<file path="src/rtl/core/pbra_pkg.sv">
// Shared types and constants for the page bitmap run allocator.
`default_nettype none

package pbra_pkg;

   localparam int WORD_BITS  = 8;
   localparam int WORD_SEL_W = 3;
   localparam int PAGE_W     = 20;
   localparam int COUNT_W    = 11;
   localparam int WIDE_W     = PAGE_W + 1;
   localparam int CSR_IDX_W  = 1;

   localparam logic [CSR_IDX_W-1:0] CSR_BASE_POOL0 = 1'b0;
   localparam logic [CSR_IDX_W-1:0] CSR_BASE_POOL1 = 1'b1;

   typedef enum logic {
      OP_ALLOC = 1'b0,
      OP_FREE  = 1'b1
   } op_type;

   typedef enum logic [1:0] {
      STAT_DONE        = 2'd0,
      STAT_NO_SPACE    = 2'd1,
      STAT_OUT_OF_POOL = 2'd2
   } status_type;

   typedef enum logic [6:0] {
      ST_CLEAR = 7'b0000001,
      ST_IDLE  = 7'b0000010,
      ST_CHECK = 7'b0000100,
      ST_PLAN  = 7'b0001000,
      ST_SCAN  = 7'b0010000,
      ST_MARK  = 7'b0100000,
      ST_RESP  = 7'b1000000
   } state_type;

endpackage

`default_nettype wire

</file>
<file path="src/rtl/core/page_bitmap_run_allocator.sv">
// First-fit page run allocator over two pool occupancy bitmaps.
//
// Channels: req_ carries one request beat (allocate or free a run of pages),
// rsp_ returns exactly one result beat per request, csr_ writes the two pool
// base page registers (always ready, write only while no request is open).
// The bitmaps sit in one RAM of 8-bit words, one word read and one word
// written per cycle. An allocate walks the pool word by word, one word per
// cycle, checking eight pages per word; the found run is then marked with a
// read-modify-write pass of one word per cycle. A free passes the CHECK and
// PLAN states and then the same marking pass. One request is in the block at
// a time; req_tready is low from acceptance until the result beat is taken.
// A stalled rsp_tready holds the result and the block. After reset the block
// clears the bitmap RAM of both pools one word per cycle, with req_tready low;
// base registers reset to 0.
`default_nettype none

module page_bitmap_run_allocator #(
   parameter int POOL_PAGES = 1024
) (
   input  wire logic                             clock,
   input  wire logic                             reset,
   input  wire logic                             req_tvalid,
   output logic                                  req_tready,
   input  wire logic [31:0]                      req_tdata,  // count, page_in
   input  wire logic [1:0]                       req_tuser,  // op, pool
   output logic                                  rsp_tvalid,
   input  wire logic                             rsp_tready,
   output logic      [23:0]                      rsp_tdata,  // page_out
   output logic      [1:0]                       rsp_tuser,  // status
   input  wire logic                             csr_valid,
   output logic                                  csr_ready,
   input  wire logic [pbra_pkg::CSR_IDX_W-1:0]   csr_index,
   input  wire logic [pbra_pkg::PAGE_W-1:0]      csr_data
);

   import pbra_pkg::*;

   localparam int WPP   = (POOL_PAGES + WORD_BITS - 1) / WORD_BITS;
   localparam int DEPTH = 2 * WPP;
   localparam int AW    = $clog2(DEPTH);
   localparam int WW    = $clog2(WPP + 1);
   localparam int PW    = WW + WORD_SEL_W;

   state_type             state_ff, state_in;
   logic                  op_ff, op_in;
   logic                  pool_ff, pool_in;
   logic [COUNT_W-1:0]    count_ff, count_in;
   logic [PAGE_W-1:0]     page_ff, page_in;
   logic [PAGE_W-1:0]     base0_ff, base0_in;
   logic [PAGE_W-1:0]     base1_ff, base1_in;
   logic [WIDE_W-1:0]     off_ff, off_in;
   logic                  below_ff, below_in;
   logic [PW-1:0]         lo_ff, lo_in;
   logic [PW-1:0]         last_ff, last_in;
   logic                  set_ff, set_in;
   logic [WW-1:0]         rd_cnt_ff, rd_cnt_in;
   logic                  pend_ff, pend_in;
   logic [WW-1:0]         rd_word_ff, rd_word_in;
   logic [PW-1:0]         run_ff, run_in;
   logic [AW-1:0]         clr_ff, clr_in;
   status_type            status_ff, status_in;
   logic [PAGE_W-1:0]     page_out_ff, page_out_in;

   logic                  ram_we;
   logic [AW-1:0]         ram_waddr;
   logic [WORD_BITS-1:0]  ram_wdata;
   logic                  ram_re;
   logic [AW-1:0]         ram_raddr;
   logic [WORD_BITS-1:0]  ram_rdata;

   logic [PAGE_W-1:0]     base;
   logic [WW-1:0]         last_w;

   assign base   = pool_ff ? base1_ff : base0_ff;
   assign last_w = last_ff[PW-1:WORD_SEL_W];

   function automatic logic [AW-1:0] word_addr(input logic pool, input logic [WW-1:0] w);
      logic [AW-1:0] a;
      a = AW'(w);
      if (pool) begin
         a = a + AW'(WPP);
      end
      return a;
   endfunction

   pbra_ram #(
      .WIDTH (WORD_BITS),
      .DEPTH (DEPTH)
   ) u_map (
      .clock   (clock),
      .wr_en   (ram_we),
      .wr_addr (ram_waddr),
      .wr_data (ram_wdata),
      .rd_en   (ram_re),
      .rd_addr (ram_raddr),
      .rd_data (ram_rdata)
   );

   always_comb begin
      logic [PW-1:0]        run_v;
      logic                 hit_v;
      logic [PW-1:0]        hit_pos_v;
      logic [PW-1:0]        pos_v;
      logic [WORD_BITS-1:0] mask_v;

      state_in    = state_ff;
      op_in       = op_ff;
      pool_in     = pool_ff;
      count_in    = count_ff;
      page_in     = page_ff;
      base0_in    = base0_ff;
      base1_in    = base1_ff;
      off_in      = off_ff;
      below_in    = below_ff;
      lo_in       = lo_ff;
      last_in     = last_ff;
      set_in      = set_ff;
      rd_cnt_in   = rd_cnt_ff;
      pend_in     = 1'b0;
      rd_word_in  = rd_word_ff;
      run_in      = run_ff;
      clr_in      = clr_ff;
      status_in   = status_ff;
      page_out_in = page_out_ff;

      ram_we    = 1'b0;
      ram_waddr = word_addr(pool_ff, rd_word_ff);
      ram_wdata = '0;
      ram_re    = 1'b0;
      ram_raddr = word_addr(pool_ff, rd_cnt_ff);

      run_v     = run_ff;
      hit_v     = 1'b0;
      hit_pos_v = '0;
      mask_v    = '0;

      for (int j = 0; j < WORD_BITS; j++) begin
         pos_v = {rd_word_ff, WORD_SEL_W'(j)};
         if (!hit_v) begin
            if (ram_rdata[j] || pos_v >= PW'(POOL_PAGES)) begin
               run_v = '0;
            end else begin
               run_v = run_v + 1'b1;
               if (run_v == PW'(count_ff)) begin
                  hit_v     = 1'b1;
                  hit_pos_v = pos_v;
               end
            end
         end
         mask_v[j] = (pos_v >= lo_ff) && (pos_v <= last_ff);
      end

      if (csr_valid) begin
         case (csr_index)
            CSR_BASE_POOL0: base0_in = csr_data;
            CSR_BASE_POOL1: base1_in = csr_data;
            default: ;
         endcase
      end

      case (state_ff)
         ST_CLEAR: begin
            ram_we    = 1'b1;
            ram_waddr = clr_ff;
            clr_in    = clr_ff + 1'b1;
            if (clr_ff == AW'(DEPTH - 1)) begin
               state_in = ST_IDLE;
            end
         end
         ST_IDLE: begin
            if (req_tvalid) begin
               op_in    = req_tuser[0];
               pool_in  = req_tuser[1];
               count_in = req_tdata[COUNT_W-1:0];
               page_in  = req_tdata[COUNT_W +: PAGE_W];
               state_in = ST_CHECK;
            end
         end
         ST_CHECK: begin
            below_in    = page_ff < base;
            off_in      = {1'b0, page_ff} - {1'b0, base};
            page_out_in = '0;
            if (op_ff == OP_FREE) begin
               state_in = ST_PLAN;
            end else if (count_ff == '0 || WIDE_W'(count_ff) > WIDE_W'(POOL_PAGES)) begin
               status_in = STAT_NO_SPACE;
               state_in  = ST_RESP;
            end else begin
               rd_cnt_in = '0;
               run_in    = '0;
               state_in  = ST_SCAN;
            end
         end
         ST_PLAN: begin
            lo_in   = PW'(off_ff);
            last_in = PW'(off_ff) + PW'(count_ff) - 1'b1;
            set_in  = 1'b0;
            if (below_ff || off_ff > WIDE_W'(POOL_PAGES) ||
                WIDE_W'(count_ff) > WIDE_W'(POOL_PAGES) - off_ff) begin
               status_in = STAT_OUT_OF_POOL;
               state_in  = ST_RESP;
            end else if (count_ff == '0) begin
               status_in = STAT_DONE;
               state_in  = ST_RESP;
            end else begin
               rd_cnt_in = lo_in[PW-1:WORD_SEL_W];
               state_in  = ST_MARK;
            end
         end
         ST_SCAN: begin
            if (rd_cnt_ff < WW'(WPP)) begin
               ram_re     = 1'b1;
               rd_cnt_in  = rd_cnt_ff + 1'b1;
               rd_word_in = rd_cnt_ff;
               pend_in    = 1'b1;
            end
            if (pend_ff) begin
               run_in = run_v;
               if (hit_v) begin
                  lo_in     = hit_pos_v - PW'(count_ff) + 1'b1;
                  last_in   = hit_pos_v;
                  set_in    = 1'b1;
                  rd_cnt_in = lo_in[PW-1:WORD_SEL_W];
                  pend_in   = 1'b0;
                  state_in  = ST_MARK;
               end else if (rd_word_ff == WW'(WPP - 1)) begin
                  status_in = STAT_NO_SPACE;
                  pend_in   = 1'b0;
                  state_in  = ST_RESP;
               end
            end
         end
         ST_MARK: begin
            if (rd_cnt_ff <= last_w) begin
               ram_re     = 1'b1;
               rd_cnt_in  = rd_cnt_ff + 1'b1;
               rd_word_in = rd_cnt_ff;
               pend_in    = 1'b1;
            end
            if (pend_ff) begin
               ram_we    = 1'b1;
               ram_wdata = set_ff ? (ram_rdata | mask_v) : (ram_rdata & ~mask_v);
               if (rd_word_ff == last_w) begin
                  pend_in     = 1'b0;
                  status_in   = STAT_DONE;
                  page_out_in = set_ff ? base + PAGE_W'(lo_ff) : '0;
                  state_in    = ST_RESP;
               end
            end
         end
         ST_RESP: begin
            if (rsp_tready) begin
               state_in = ST_IDLE;
            end
         end
         default: begin
            state_in = ST_IDLE;
         end
      endcase
   end

   always_ff @(posedge clock) begin
      if (reset) begin
         state_ff <= ST_CLEAR;
         pend_ff  <= 1'b0;
         clr_ff   <= '0;
         base0_ff <= '0;
         base1_ff <= '0;
      end else begin
         state_ff <= state_in;
         pend_ff  <= pend_in;
         clr_ff   <= clr_in;
         base0_ff <= base0_in;
         base1_ff <= base1_in;
      end
   end

   always_ff @(posedge clock) begin
      op_ff       <= op_in;
      pool_ff     <= pool_in;
      count_ff    <= count_in;
      page_ff     <= page_in;
      off_ff      <= off_in;
      below_ff    <= below_in;
      lo_ff       <= lo_in;
      last_ff     <= last_in;
      set_ff      <= set_in;
      rd_cnt_ff   <= rd_cnt_in;
      rd_word_ff  <= rd_word_in;
      run_ff      <= run_in;
      status_ff   <= status_in;
      page_out_ff <= page_out_in;
   end

   assign req_tready = (state_ff == ST_IDLE);
   assign rsp_tvalid = (state_ff == ST_RESP);
   assign rsp_tdata  = {4'b0000, page_out_ff};
   assign rsp_tuser  = status_ff;
   assign csr_ready  = 1'b1;

   a_ready_excl: assert property (@(posedge clock) disable iff (reset)
      !(req_tready && rsp_tvalid))
      else $error("request and result channels open together");

   a_page_zero: assert property (@(posedge clock) disable iff (reset)
      (rsp_tvalid && rsp_tuser != STAT_DONE) |-> (rsp_tdata == '0))
      else $error("failed result carries a page number");

   a_no_clash: assert property (@(posedge clock) disable iff (reset)
      (ram_we && ram_re) |-> (ram_waddr != ram_raddr))
      else $error("bitmap word read and written in the same cycle");

   a_clear_busy: assert property (@(posedge clock) disable iff (reset)
      $past(reset) |-> !req_tready)
      else $error("request taken before bitmap clear");

   a_take_result: assert property (@(posedge clock) disable iff (reset)
      (rsp_tvalid && rsp_tready) |=> req_tready)
      else $error("block not ready after result taken");

endmodule

`default_nettype wire

</file>
<file path="src/rtl/core/pbra_ram.sv">
// Generic simple dual-port RAM with registered read data.
`default_nettype none

module pbra_ram #(
   parameter int WIDTH = 8,
   parameter int DEPTH = 256
) (
   input  wire logic                     clock,
   input  wire logic                     wr_en,
   input  wire logic [$clog2(DEPTH)-1:0] wr_addr,
   input  wire logic [WIDTH-1:0]         wr_data,
   input  wire logic                     rd_en,
   input  wire logic [$clog2(DEPTH)-1:0] rd_addr,
   output logic      [WIDTH-1:0]         rd_data
);

   logic [WIDTH-1:0] mem_ff [DEPTH];

   always_ff @(posedge clock) begin
      if (wr_en) begin
         mem_ff[wr_addr] <= wr_data;
      end
      if (rd_en) begin
         rd_data <= mem_ff[rd_addr];
      end
   end

endmodule

`default_nettype wire

</file>
<file path="config.mk">
export PLATFORM = sky130hd
export DESIGN_NAME = page_bitmap_run_allocator
export DESIGN_NICKNAME = d
export VERILOG_FILES = /design/src/rtl/core/pbra_pkg.sv /design/src/rtl/core/page_bitmap_run_allocator.sv /design/src/rtl/core/pbra_ram.sv
export SDC_FILE = /design/constraint.sdc
export NUM_CORES = 2
export LEC_CHECK = 0
export BUFFER_PORTS_ARGS = -buffer_cell sky130_fd_sc_hd__buf_2
export CAP_MARGIN = 20
export CELL_PAD_IN_SITES_DETAIL_PLACEMENT = 2
export CELL_PAD_IN_SITES_GLOBAL_PLACEMENT = 2
export CORE_MARGIN = 1.5
export CORE_UTILIZATION = 45
export DETAILED_ROUTE_END_ITERATION = 8
export GPL_ROUTABILITY_DRIVEN = 0
export PLACE_DENSITY_LB_ADDON = 0.1
export SYNTH_ARGS = -nofsm -noshare
export SYNTH_HDL_FRONTEND = slang
export SYNTH_SLANG_ARGS = --single-unit
</file>
<file path="constraint.sdc">
create_clock -name clock -period 15.3 [get_ports clock]
set_input_delay 1.53 -clock clock [delete_from_list [all_inputs] [get_ports clock]]
set_output_delay 1.53 -clock clock [all_outputs]
set_load 0.005 [all_outputs]
</file>
==> summary.txt <==
outcome: completed
number of iterations in the first detailed-routing pass: 5
Setup crit start kind: flip-flop
WP data required: 15.91 ns
Slew @ Worst Pin: 1.333 ns
CP max FO: 14
routed via count: 61280
Primary FF master, synth: edfxtp_1
fin worst setup slack: 0.9558 ns
Final ANT Viol Nets: 0
Die Ht: 471.9 microns
IO buf count: 82
Worst-Skew Late Latency: 0.90 ns
Via density: 6.379
post-synth top area cell: edfxtp_1
synthesis-to-finish area growth: 11.78%
Longest Clk Path Bufs: 3
M1 GR Usage: 39.89%
Synth Instances: 6455
initial antenna violation count: 17
max-slew violation count: 0
Most Crowded Layer GR: met2
CTS tree: built
capturing element type of the critical path: flip-flop
All-Layer GR Usage: 30.47%
Root Buffer: clkbuf_16
normalized max-slew margin: 11.13%
Overflow after GRT: 0
RSZ-0062 raised after global routing: no
GRT met2 Usage: 52.31%
initial DRC count: 5428
CTS sink count: 2239
routed wire length: 343000 microns
top-area cell type share of the netlist area: 66.26%
I/O pin count: 89
CP peak stage delay: 0.66 ns
share of cells above drive strength 1: 16.82%
pwr/cell area: 115.8 nW/um^2
Initial Util: 45.42%
DRC Markers: 0
Worst VDD drop: 160.6 uV
P_leak: 37.17 nW
full die area: 222700 sq um
first-pass GRT wire length: 493000 microns
Synth Area per Inst: 15.33 sq um
DR WL/cell: 35.71 microns
Post-synth EDFFs: 2183
setup tns final: 0 ns
Synth cell types: 119
Post-Place Worst Slack: 0.4921 ns
largest net degree at the start of global routing: 234
CTS clock-pin slew for the worst setup and hold paths: 0.06 ns
Hold Path Class: flip-flop to flip-flop
Die W: 471.9 microns
Slowest cell on crit path: or4b_1
met3 usage: 4.235%
Yosys reg bits: 2239
synth top area cells: edfxtp_1 (66%), mux4_2 (7.2%), mux2i_1 (4.1%)
cell area after layout: 110600 sq um
synth warn: 0
Final setup viols: 0
Post-synth ARST share: 0%
Most Frequent Cell on Critical Path: a21oi_1
synthesized area: 98930 sq um
total power: 12.80 mW
final net count: 6733
skew final: 0.08875 ns
Max-Cap Viols: 0
Hold Buf Count CTS: 0
sequential fraction of the synthesis area: 67.39%
DP HPWL: 209300 microns
Hold Vio Cnt, Final: 0
fmax: 69.71 MHz
vias in the first global route: 66110
Tmin final: 14.34 ns
FP Rows: 171
Max H-tree Level: 4
DP Area: 102800 sq um
CTS buffer count: 229
crit path DAT: 14.95 ns
fin crit share: 93.75%
CP Class: flip-flop to flip-flop
CORE AREA: 217800 sq um
[critical path: cells and delay by family (launching register included)]
kind	cells	cell delay, ns
muxes	2	0.47
AOI/OAI and AO/OA	18	4.21
DFF	1	0.47
adders and majority gates	6	2.12
xor gates and xnor gates	2	0.30
buffers and inverters	4	0.72
and+or+nand+nor	18	5.75
[metal layers]
metal / share of wire, % / up-vias
li1: - / 25740
met1: 41 / 32900
met2: 50 / 2106
met3: 5.6 / 526
met4: 3.2 / 6
met5: 0.0099 / -
[cells in the final DEF, fill, tap and decap left out, drive strengths merged, types with 135 or more instances in the layout]
cell type	count
a21oi	417
buf	251
clkbuf	292
edfxtp	2183
mux2i	411
mux4	318
nand2	378
nor2	441
o21ai	253
o22ai	135
[cell usage after synthesis, types with 31 or more instances]
| master | instances |
|---|---|
| nand4_1 | 40 |
| nand2_1 | 377 |
| mux2i_1 | 410 |
| nor4_1 | 33 |
| edfxtp_1 | 2183 |
| ha_1 | 118 |
| nand3_1 | 84 |
| buf_1 | 85 |
| a21oi_1 | 413 |
| dfxtp_1 | 56 |
| o221ai_1 | 125 |
| o21ai_0 | 238 |
| clkbuf_1 | 255 |
| inv_1 | 108 |
| a21o_1 | 55 |
| nor2_1 | 439 |
| and3_1 | 33 |
| o22ai_1 | 133 |
| mux4_2 | 318 |
| nor3_1 | 71 |
| xor2_1 | 54 |
| xnor2_1 | 128 |
| nand2b_1 | 31 |
| mux2_2 | 130 |
[report_power, final]
group | switching, mW | internal [mW]
clock network | 2.55 | 3.22
logic | 0.267 | 0.0697
registers | 0.0214 | 6.68
total | 2.84 | 9.97
[per-stage QoR]
stage / cells / util [%] / hold slack, ns
final: 9606 / 50.77 / 0.4613
after floorplan: 6458 / - / 0.4329
after global placement: 9157 / 47.17 / 0.4384
after global routing: 9604 / 50.77 / 0.4795
after detailed placement: 9158 / 47.18 / 0.4557
after CTS: 9585 / 50.62 / 0.4641
[timing repair]
| action | 4_1_cts | 5_1_grt |
|---|---|---|
| setup endpoints to repair | 0 | 15 |
| gates resized for setup | 0 | 11 |
| setup buffers | 0 | 3 |
[worst paths after layout]
| check | start | to | slack, ns | depth (start not counted) |
|---|---|---|---|---|
| setup / recovery | rd_word_ff[7] | rd_cnt_ff[7] | 0.96 | 50 |
| hold / removal | base0_ff[9] | base0_ff[9] | 0.46 | 2 |
| setup reg to reg | rd_word_ff[7] | rd_cnt_ff[7] | 0.96 | 50 |
| hold reg to reg | base0_ff[9] | base0_ff[9] | 0.46 | 2 |
[area by class of cell]
type | instances | area (sq um)
flip-flops and latches | 2239 | 66670
fillers | 19820 | 107200
multi-input cells | 3717 | 30460
repair buffers | 251 | 1943
clock inverters | 135 | 1486
diodes | 5 | 12.51
clock buffers | 292 | 6010
inverters | 113 | 424.2
well taps | 2854 | 3571
[cell families after synthesis]
logic type,after synthesis,share of synthesized area (%)
AO/OA/AOI/OAI,1244,8.085
other,2,0.007591
buffers and inverters,502,2.029
flip-flops,2239,67.39
AND/OR/NAND/NOR,1295,6.222
XOR/XNOR,190,1.787
adder cells (fa/ha/maj),122,1.573
multiplexers,861,12.90
[sequential cells by signal, summed over array words and instances (netlist names), 8 cells and up]
name,cells
u_map.rd_data,8
base1_ff,20
off_ff,21
page_ff,20
rd_cnt_ff,8
count_ff,11
clr_ff,8
base0_ff,20
lo_ff,11
page_out_ff,20
rd_word_ff,8
run_ff,11
last_ff,11
u_map.mem_ff,2048
(Power assumes the default switching activity.)
